**config.mk**
```make
export PLATFORM = sky130hd
export DESIGN_NAME = cpu_register_alu_with_flags
export DESIGN_NICKNAME = d
export VERILOG_FILES = /design/src/rtl/crawf_pkg.sv /design/src/rtl/cpu_register_alu_with_flags.sv
export SDC_FILE = /design/constraint.sdc
export NUM_CORES = 1
export LEC_CHECK = 0
export ABC_AREA = 1
export BUFFER_PORTS_ARGS = -buffer_cell sky130_fd_sc_hd__buf_4
export CAP_MARGIN = 20
export CORE_ASPECT_RATIO = 0.7
export CORE_MARGIN = 4
export CORE_UTILIZATION = 44
export DETAILED_ROUTE_END_ITERATION = 8
export GPL_ROUTABILITY_DRIVEN = 0
export HOLD_SLACK_MARGIN = 0.02
export PLACE_DENSITY = 0.58
export SLEW_MARGIN = 20
export SYNTH_ARGS = -nofsm -noshare
export SYNTH_HDL_FRONTEND = slang
export SYNTH_SLANG_ARGS = --single-unit
```
**constraint.sdc**
```tcl
create_clock -name clk -period 8.9 [get_ports clk]
set_input_delay 0.89 -clock clk [delete_from_list [all_inputs] [get_ports clk]]
set_output_delay 0.89 -clock clk [all_outputs]
set_load 0.01 [all_outputs]
```
**src/rtl/crawf_pkg.sv**
```systemverilog
// Package: opcodes, flags, widths and register-file helpers for the register ALU.
`timescale 1ns / 1ps
`default_nettype none

package crawf_pkg;

  typedef enum logic [4:0] {
    OP_ADD    = 5'd0,
    OP_ADC    = 5'd1,
    OP_SUB    = 5'd2,
    OP_SBC    = 5'd3,
    OP_AND    = 5'd4,
    OP_XOR    = 5'd5,
    OP_OR     = 5'd6,
    OP_CP     = 5'd7,
    OP_INC    = 5'd8,
    OP_DEC    = 5'd9,
    OP_RLC    = 5'd10,
    OP_RRC    = 5'd11,
    OP_RL     = 5'd12,
    OP_RR     = 5'd13,
    OP_SLA    = 5'd14,
    OP_SRA    = 5'd15,
    OP_SRL    = 5'd16,
    OP_SWAP   = 5'd17,
    OP_BIT    = 5'd18,
    OP_RES    = 5'd19,
    OP_SET    = 5'd20,
    OP_INC16  = 5'd21,
    OP_DEC16  = 5'd22,
    OP_ADD16  = 5'd23,
    OP_LOAD8  = 5'd24,
    OP_LOAD16 = 5'd25
  } op_t;

  // register selectors
  localparam logic [2:0] SEL_A   = 3'd0;
  localparam logic [2:0] SEL_AF  = 3'd0;
  localparam logic [2:0] SEL_MEM = 3'd7;
  localparam logic [2:0] SEL_16_LIMIT = 3'd6;

  // flag bit positions
  localparam int FLAG_Z = 3;
  localparam int FLAG_N = 2;
  localparam int FLAG_H = 1;
  localparam int FLAG_C = 0;

  localparam int IN_WIDTH  = 40;
  localparam int OUT_WIDTH = 24;

  // register file: one 16-bit word per pair (A_, BC, DE, HL, SP, PC, two unused)
  localparam int RF_DEPTH = 8;
  localparam int RF_AW    = $clog2(RF_DEPTH);

  typedef struct packed {
    logic             en;
    logic [RF_AW-1:0] addr;
    logic [15:0]      data;
  } rf_write_t;

  // pair holding an 8-bit register: A->0, B/C->1, D/E->2, H/L->3
  function automatic logic [RF_AW-1:0] byte_pair(input logic [2:0] sel);
    byte_pair = {1'b0, sel[2:1]} + {2'b00, sel[0]};
  endfunction

  // A, B, D and H sit in the high byte of their pair
  function automatic logic byte_high(input logic [2:0] sel);
    byte_high = sel[0] | (sel == SEL_A);
  endfunction

endpackage

`default_nettype wire

```
**src/rtl/cpu_register_alu_with_flags.sv**
```systemverilog
// Top level: register file, ALU and flag logic of an 8-bit CPU core with a stream interface.
`timescale 1ns / 1ps
`default_nettype none

// One item per clock cycle sustained unless the output stalls; items pass the execute stage,
// then the output register. The register pairs (A, BC, DE, HL, SP, PC) live in an 8 x 16-bit
// memory with two registered read ports and one write port: an item reads its destination and
// source pairs in the accept cycle, computes and writes back as it leaves the execute stage, and
// a one-entry forward of the most recent write covers the read that overlaps it. The flags are
// kept in a register beside the memory. Per-entry valid bits make every register read as zero
// after reset, so no clearing pass is needed. The output register is loaded whenever it is empty
// or being taken, so a stall downstream holds the pipeline only as long as it lasts.
module cpu_register_alu_with_flags (
  input  wire logic        clk,
  input  wire logic        rst,
  input  wire logic        s_tvalid,
  output logic             s_tready,
  // opcode[4:0], dest_sel[7:5], src_sel[10:8], mem_value[18:11], bit_index[21:19],
  // load_value[37:22], zero[39:38]
  input  wire logic [39:0] s_tdata,
  output logic             m_tvalid,
  input  wire logic        m_tready,
  // result_value[15:0], mem_write[16], flag_bits[20:17], zero[23:21]
  output logic [23:0]      m_tdata
);

  localparam int AW = crawf_pkg::RF_AW;

  // input fields
  logic [4:0]  in_op;
  logic [2:0]  in_ds;
  logic [2:0]  in_ss;
  logic        in_is16;
  logic [AW-1:0] in_addr_a;
  logic [AW-1:0] in_addr_b;

  assign in_op = s_tdata[4:0];
  assign in_ds = s_tdata[7:5];
  assign in_ss = s_tdata[10:8];

  always_comb begin
    in_is16 = (in_op == crawf_pkg::OP_INC16) || (in_op == crawf_pkg::OP_DEC16) ||
              (in_op == crawf_pkg::OP_ADD16) || (in_op == crawf_pkg::OP_LOAD16);
    in_addr_a = in_is16 ? in_ds : crawf_pkg::byte_pair(in_ds);
    in_addr_b = in_is16 ? in_ss : crawf_pkg::byte_pair(in_ss);
  end

  // handshake
  logic accept;
  logic fire;
  logic out_free;
  logic s1_valid;

  assign out_free = !m_tvalid || m_tready;
  assign fire     = s1_valid && out_free;
  assign s_tready = !s1_valid || fire;
  assign accept   = s_tvalid && s_tready;

  // register file memory
  logic [15:0]    rf_mem [crawf_pkg::RF_DEPTH];
  logic [crawf_pkg::RF_DEPTH-1:0] rf_valid;
  logic [15:0]    rd_a;
  logic [15:0]    rd_b;
  crawf_pkg::rf_write_t wr;
  crawf_pkg::rf_write_t last_wr;

  always_ff @(posedge clk) begin
    if (accept) begin
      rd_a <= rf_valid[in_addr_a] ? rf_mem[in_addr_a] : 16'h0000;
      rd_b <= rf_valid[in_addr_b] ? rf_mem[in_addr_b] : 16'h0000;
    end
    if (fire && wr.en) begin
      rf_mem[wr.addr] <= wr.data;
    end
  end

  always_ff @(posedge clk) begin
    if (rst) begin
      rf_valid <= '0;
      last_wr  <= '0;
    end else if (fire && wr.en) begin
      rf_valid[wr.addr] <= 1'b1;
      last_wr           <= wr;
    end
  end

  // execute-stage item
  crawf_pkg::op_t s1_op;
  logic [2:0]     s1_ds;
  logic [2:0]     s1_ss;
  logic [7:0]     s1_mem;
  logic [2:0]     s1_bi;
  logic [15:0]    s1_ld;
  logic [AW-1:0]  s1_addr_a;
  logic [AW-1:0]  s1_addr_b;

  always_ff @(posedge clk) begin
    if (rst) begin
      s1_valid <= 1'b0;
    end else if (s_tready) begin
      s1_valid <= s_tvalid;
    end
  end

  always_ff @(posedge clk) begin
    if (accept) begin
      s1_op     <= crawf_pkg::op_t'(in_op);
      s1_ds     <= in_ds;
      s1_ss     <= in_ss;
      s1_mem    <= s_tdata[18:11];
      s1_bi     <= s_tdata[21:19];
      s1_ld     <= s_tdata[37:22];
      s1_addr_a <= in_addr_a;
      s1_addr_b <= in_addr_b;
    end
  end

  // the write made in the accept cycle is not yet in the read data; forwarding an older
  // write is harmless since the memory already holds the same word
  logic [15:0] word_a;
  logic [15:0] word_b;

  always_comb begin
    word_a = (last_wr.en && last_wr.addr == s1_addr_a) ? last_wr.data : rd_a;
    word_b = (last_wr.en && last_wr.addr == s1_addr_b) ? last_wr.data : rd_b;
  end

  // ALU
  logic [3:0]  flags;
  logic [3:0]  f;
  logic [7:0]  a8;
  logic [7:0]  b8;
  logic [15:0] a16;
  logic [15:0] b16;
  logic        cin;
  logic        t;
  logic [8:0]  sum9;
  logic [4:0]  nib5;
  logic [16:0] sum17;
  logic [12:0] low13;
  logic [7:0]  r8;
  logic [15:0] r16;
  logic [15:0] res;
  logic        w8;
  logic        w16;
  logic        mw;

  always_comb begin
    cin = flags[crawf_pkg::FLAG_C];
    a8  = (s1_ds == crawf_pkg::SEL_MEM) ? s1_mem :
          (crawf_pkg::byte_high(s1_ds) ? word_a[15:8] : word_a[7:0]);
    b8  = (s1_ss == crawf_pkg::SEL_MEM) ? s1_mem :
          (crawf_pkg::byte_high(s1_ss) ? word_b[15:8] : word_b[7:0]);
    a16 = (s1_ds == crawf_pkg::SEL_AF) ? {word_a[15:8], flags, 4'h0} :
          ((s1_ds < crawf_pkg::SEL_16_LIMIT) ? word_a : 16'h0000);
    b16 = (s1_ss == crawf_pkg::SEL_AF) ? {word_b[15:8], flags, 4'h0} :
          ((s1_ss < crawf_pkg::SEL_16_LIMIT) ? word_b : 16'h0000);

    f     = flags;
    t     = 1'b0;
    sum9  = '0;
    nib5  = '0;
    sum17 = '0;
    low13 = '0;
    r8    = '0;
    r16   = '0;
    res   = '0;
    w8    = 1'b0;
    w16   = 1'b0;

    case (s1_op)
      crawf_pkg::OP_ADD, crawf_pkg::OP_ADC: begin
        t    = (s1_op == crawf_pkg::OP_ADC) & cin;
        sum9 = {1'b0, a8} + {1'b0, b8} + {8'h00, t};
        nib5 = {1'b0, a8[3:0]} + {1'b0, b8[3:0]} + {4'h0, t};
        r8   = sum9[7:0];
        f    = {r8 == 8'h00, 1'b0, nib5[4], sum9[8]};
        w8   = 1'b1;
      end
      crawf_pkg::OP_SUB, crawf_pkg::OP_SBC, crawf_pkg::OP_CP: begin
        t    = (s1_op == crawf_pkg::OP_SBC) & cin;
        sum9 = {1'b0, a8} - {1'b0, b8} - {8'h00, t};
        nib5 = {1'b0, a8[3:0]} - {1'b0, b8[3:0]} - {4'h0, t};
        r8   = sum9[7:0];
        f    = {r8 == 8'h00, 1'b1, nib5[4], sum9[8]};
        if (s1_op == crawf_pkg::OP_CP) begin
          res = {8'h00, a8};
        end else begin
          w8 = 1'b1;
        end
      end
      crawf_pkg::OP_AND: begin
        r8 = a8 & b8;
        f  = {r8 == 8'h00, 1'b0, 1'b1, 1'b0};
        w8 = 1'b1;
      end
      crawf_pkg::OP_XOR: begin
        r8 = a8 ^ b8;
        f  = {r8 == 8'h00, 3'b000};
        w8 = 1'b1;
      end
      crawf_pkg::OP_OR: begin
        r8 = a8 | b8;
        f  = {r8 == 8'h00, 3'b000};
        w8 = 1'b1;
      end
      crawf_pkg::OP_INC: begin
        r8 = a8 + 8'd1;
        f  = {r8 == 8'h00, 1'b0, a8[3:0] == 4'hF, cin};
        w8 = 1'b1;
      end
      crawf_pkg::OP_DEC: begin
        r8 = a8 - 8'd1;
        f  = {r8 == 8'h00, 1'b1, a8[3:0] == 4'h0, cin};
        w8 = 1'b1;
      end
      crawf_pkg::OP_RLC: begin
        r8 = {a8[6:0], a8[7]};
        f  = {r8 == 8'h00, 2'b00, a8[7]};
        w8 = 1'b1;
      end
      crawf_pkg::OP_RRC: begin
        r8 = {a8[0], a8[7:1]};
        f  = {r8 == 8'h00, 2'b00, a8[0]};
        w8 = 1'b1;
      end
      crawf_pkg::OP_RL: begin
        r8 = {a8[6:0], cin};
        f  = {r8 == 8'h00, 2'b00, a8[7]};
        w8 = 1'b1;
      end
      crawf_pkg::OP_RR: begin
        r8 = {cin, a8[7:1]};
        f  = {r8 == 8'h00, 2'b00, a8[0]};
        w8 = 1'b1;
      end
      crawf_pkg::OP_SLA: begin
        r8 = {a8[6:0], 1'b0};
        f  = {r8 == 8'h00, 2'b00, a8[7]};
        w8 = 1'b1;
      end
      crawf_pkg::OP_SRA: begin
        r8 = {a8[7], a8[7:1]};
        f  = {r8 == 8'h00, 2'b00, a8[0]};
        w8 = 1'b1;
      end
      crawf_pkg::OP_SRL: begin
        r8 = {1'b0, a8[7:1]};
        f  = {r8 == 8'h00, 2'b00, a8[0]};
        w8 = 1'b1;
      end
      crawf_pkg::OP_SWAP: begin
        r8 = {a8[3:0], a8[7:4]};
        f  = {r8 == 8'h00, 3'b000};
        w8 = 1'b1;
      end
      crawf_pkg::OP_BIT: begin
        f   = {!a8[s1_bi], 1'b0, 1'b1, cin};
        res = {8'h00, a8};
      end
      crawf_pkg::OP_RES: begin
        r8 = a8 & ~(8'h01 << s1_bi);
        w8 = 1'b1;
      end
      crawf_pkg::OP_SET: begin
        r8 = a8 | (8'h01 << s1_bi);
        w8 = 1'b1;
      end
      crawf_pkg::OP_LOAD8: begin
        r8 = s1_ld[7:0];
        w8 = 1'b1;
      end
      crawf_pkg::OP_INC16: begin
        r16 = a16 + 16'd1;
        w16 = 1'b1;
      end
      crawf_pkg::OP_DEC16: begin
        r16 = a16 - 16'd1;
        w16 = 1'b1;
      end
      crawf_pkg::OP_LOAD16: begin
        r16 = s1_ld;
        w16 = 1'b1;
      end
      crawf_pkg::OP_ADD16: begin
        sum17 = {1'b0, a16} + {1'b0, b16};
        low13 = {1'b0, a16[11:0]} + {1'b0, b16[11:0]};
        r16   = sum17[15:0];
        f     = {flags[crawf_pkg::FLAG_Z], 1'b0, low13[12], sum17[16]};
        res   = r16;  // shown as is when the destination is an unused selector
        w16   = 1'b1;
      end
      default: begin
        res = 16'h0000;
      end
    endcase

    // write-back; an 8-bit store keeps the other byte of its pair
    wr = '0;
    mw = 1'b0;
    if (w8) begin
      res = {8'h00, r8};
      if (s1_ds == crawf_pkg::SEL_MEM) begin
        mw = 1'b1;
      end else begin
        wr.en   = 1'b1;
        wr.addr = s1_addr_a;
        wr.data = crawf_pkg::byte_high(s1_ds) ? {r8, word_a[7:0]} : {word_a[15:8], r8};
      end
    end else if (w16 && s1_ds < crawf_pkg::SEL_16_LIMIT) begin
      wr.en   = 1'b1;
      wr.addr = s1_addr_a;
      wr.data = r16;
      if (s1_ds == crawf_pkg::SEL_AF) begin
        // flags written through AF win over the computed ones
        f   = r16[7:4];
        res = {r16[15:4], 4'h0};
      end else begin
        res = r16;
      end
    end
  end

  always_ff @(posedge clk) begin
    if (rst) begin
      flags <= 4'h0;
    end else if (fire) begin
      flags <= f;
    end
  end

  // output register
  always_ff @(posedge clk) begin
    if (rst) begin
      m_tvalid <= 1'b0;
    end else if (out_free) begin
      m_tvalid <= s1_valid;
    end
  end

  always_ff @(posedge clk) begin
    if (fire) begin
      m_tdata <= {3'b000, f, mw, res};
    end
  end

endmodule

`default_nettype wire
```
==> out/metrics.csv <==
stage,metric,value,unit
yosys,Synth Flop Type,edfxtp_1,
cts,clk buf depth,3,
yosys,Mapped Area,17100,um^2
timing,clock skew,0.0273,ns
setup_path,R2R cell count,21,
hold_path,Min-Delay Path Depth,2,
job,MaxCap Viol Count,0,
placement,pre-CTS setup slack,3.56,ns
setup_path,CP Class,reg -> reg,
yosys,cells after synthesis,2119,
yosys,#FFs+latches synth,259,
setup_path,FF-to-FF Start,s1_ss[0]$_DFFE_PP_,
timing,fin crit share,63.8,%
yosys,"EDFF count, synth",225,
route,via/cell ratio,5.91,
timing,Setup WS post-layout,3.22,ns
route,WL/cell,21.8,um
final_layout,Fill cells,3649,
timing,Final Critical Period,5.68,ns
cts,Post-CTS Resized,0,
route,Routed Antenna Nets,0,
route,DRT iter0 DRCs,2357,
grt,number of global-route vias before repair,14300,
setup_path,Critical Path Fanout Max,9,
yosys,cell taking the most area after synthesis,edfxtp_1,
final_layout,Final nets,2275,
yosys,Syn. warnings,0,
placement,PortBufs,64,
floorplanning,Die W,243,um
hold_path,HP Class,reg -> reg,
yosys,register area share after synthesis,43.6,%
final_layout,Final Cell Area,19000,um^2
setup_path,RR Endpoint,last_wr[6]$_SDFFE_PP0P_,
yosys,"top cells by count, synth","nand2_1, nor2_1, inv_1, edfxtp_1, o21ai_0",
placement,post-DP HPWL,43100,um
timing,Max Slew Vio Count,0,
yosys,most frequent cell after synthesis,nand2_1,
route,via count,16000,
timing,hold_ws,0.485,ns
hold_path,Worst Hold End,rf_valid[1]$_SDFFE_PP0P_,
grt,antenna violations before repair,0,
yosys,Synth Area per Inst,8.05,um^2
timing,setup violators final,0,
grt,GRT Overall Usage,27.1,%
yosys,Unique masters post-synth,57,
cts,CTS H-tree depth,1,
route,drt drc,0,
route,drt pass-1 iters,6,
final_layout,share of layout cells above drive strength 1,12.0,%
yosys,largest cells by area after synthesis,"edfxtp_1, nand2_1, o21ai_0",
grt,first-pass GRT wire length,88700,um
timing,worst-margin pin slew,1.08,ns
power_and_ir_drop,Lkg Pwr,8.09,nW
cts,CTS sink count,259,
status,status,finished clean,
cts,clock-pin transition on the worst setup and hold timing paths,0.07,ns
cts,cts hold-fix bufs,0,
grt,largest net degree at the start of global routing,73,
floorplanning,overall die area,42000,um^2
yosys,ys async rst share,0,%
timing,final hold violations,0,
placement,placed cell areas,18000,um^2
yosys,post-synth top area share,39.6,%
timing,relative slew slack,28.2,%
final_layout,Layout Utilization,49.4,%
grt,GR Overflow Total,0,
floorplanning,Core Region,38400,um^2
timing,Peak Freq,176,MHz
cts,Inserted Clock Buffers,27,
final_layout,Layout area overhead,11.2,%
timing,total negative slack,0,ns
floorplanning,# rows,60,
setup_path,Startpoint Class,register,
floorplanning,I/O pins,70,
setup_path,Required @ worst endpoint,9.36,ns
cts,Clock Latency Late Sink,0.58,ns
final_layout,n_diodes,0,
power_and_ir_drop,Peak supply drop,0.000137,V
setup_path,Worst R2R Setup Slack,3.22,ns
floorplanning,starting density of the core,44.5,%
hold_path,Worst Min Path Start,rf_valid[1]$_SDFFE_PP0P_,
floorplanning,die span in y,173,um
cts,clk root buf,clkbuf_16,
power_and_ir_drop,P per Cell Area,190,nW/um^2
cts,CTS tree,built,
route,final WL,59100,um
setup_path,Worst Path Arrival,6.14,ns
cts,Setup Buffers After CTS,0,
setup_path,crit end category,register,
timing,RSZ-0062 raised after global routing,false,
==> registers in the layout, indices dropped and copies added (netlist names) <==
| register | flops |
|---|---|
| s1_op | 5 |
| s1_mem | 8 |
| rd_a | 16 |
| s1_bi | 3 |
| rf_valid | 8 |
| s1_ld | 16 |
| s1_ds | 3 |
| rd_b | 16 |
| rf_mem | 128 |
| m_tvalid | 1 |
| last_wr | 20 |
| flags | 4 |
| s1_valid | 1 |
| m_tdata | 21 |
| s1_addr_a | 3 |
| s1_addr_b | 3 |
| s1_ss | 3 |
==> critical path, cell delays in order (launching register included) <==
cell and delay, ns:
edfxtp_1 0.47, nor3_1 0.56, nor2_1 0.13, inv_1 0.31, nor2_1 0.09, a221oi_1 0.71
inv_1 0.20, fa_1 0.53, fa_1 0.44, nand3b_1 0.20, nand2_1 0.14, nand2_1 0.09
a21oi_1 0.13, or2_2 0.14, xor2_1 0.26, o211ai_1 0.12, nor2_1 0.29, nand4_1 0.13
nand2_1 0.09, nand2_1 0.26, o21bai_1 0.23, inv_1 0.05
==> power breakdown <==
group          switching [mW]  internal [mW]
clock network           0.513          0.653
registers              0.0290           1.40
logic                   0.715          0.297
==> kinds of logic (layout without fill, tap and decap cells) <==
family	after synthesis	count (layout)	share of synthesized area (%)
xor gates and xnor gates	11	11	0.565
DFF	259	259	43.6
adders and majority gates	72	72	5.55
muxes	34	34	2.23
buffers and inverters	331	390	7.65
AOI/OAI and AO/OA	524	524	17.2
and+or+nand+nor	887	887	23.2
other	1	3	0.0220
==> per-layer routing <==
layer,track usage (%),wire length (um),vias up
met5,0,0,-
met4,4.35,831,0
met3,8.87,8160,70
met2,35.9,22800,1014
met1,43.0,27400,7545
li1,-,-,7366
==> cell usage in the layout, fill, tap and decap left out, types with 20 or more instances in the layout <==
cell type,Yosys,final
a21oi_1,125,125
buf_4,4,82
clkbuf_16,0,27
dfxtp_1,34,34
edfxtp_1,225,225
ha_1,66,66
inv_1,233,229
inv_2,21,23
mux2_2,32,32
nand2_1,394,392
nand3_1,108,108
nand3_2,20,20
nor2_1,276,275
o21ai_0,222,222
o21ai_1,25,23
o22ai_1,83,83
==> worst max-delay path by stage <==
stage                                        start  depth (start not counted)  slack [ns]                       to
after floorplan           last_wr[16]$_SDFFE_PP0P_                         25        4.72  last_wr[6]$_SDFFE_PP0P_
after CTS                 last_wr[17]$_SDFFE_PP0P_                         25        3.51  last_wr[6]$_SDFFE_PP0P_
after detailed placement    s1_addr_b[1]$_DFFE_PP_                         24        3.56  last_wr[6]$_SDFFE_PP0P_
after global routing      last_wr[17]$_SDFFE_PP0P_                         25        2.91  last_wr[6]$_SDFFE_PP0P_
after global placement    last_wr[16]$_SDFFE_PP0P_                         25        3.61  last_wr[6]$_SDFFE_PP0P_
final                           s1_ss[0]$_DFFE_PP_                         21        3.22  last_wr[6]$_SDFFE_PP0P_
==> per-stage QoR <==
step	instances	power, mW
2_1_floorplan	2121	2.10
3_3_place_gp	2656	2.41
3_5_place_dp	2656	2.42
4_1_cts	2706	3.59
5_1_grt	2707	3.77
6_report	2707	3.61
==> layout make-up <==
type	instances	area, um^2	area share, %
flip-flops and latches	259	7440	39.2
multi-input cells	1531	8340	44.0
clock inverters	23	233	1.23
repair buffers	83	643	3.39
clock buffers	27	676	3.56
inverters	257	968	5.11
well taps	527	659	3.48
(Power assumes the default switching activity.)
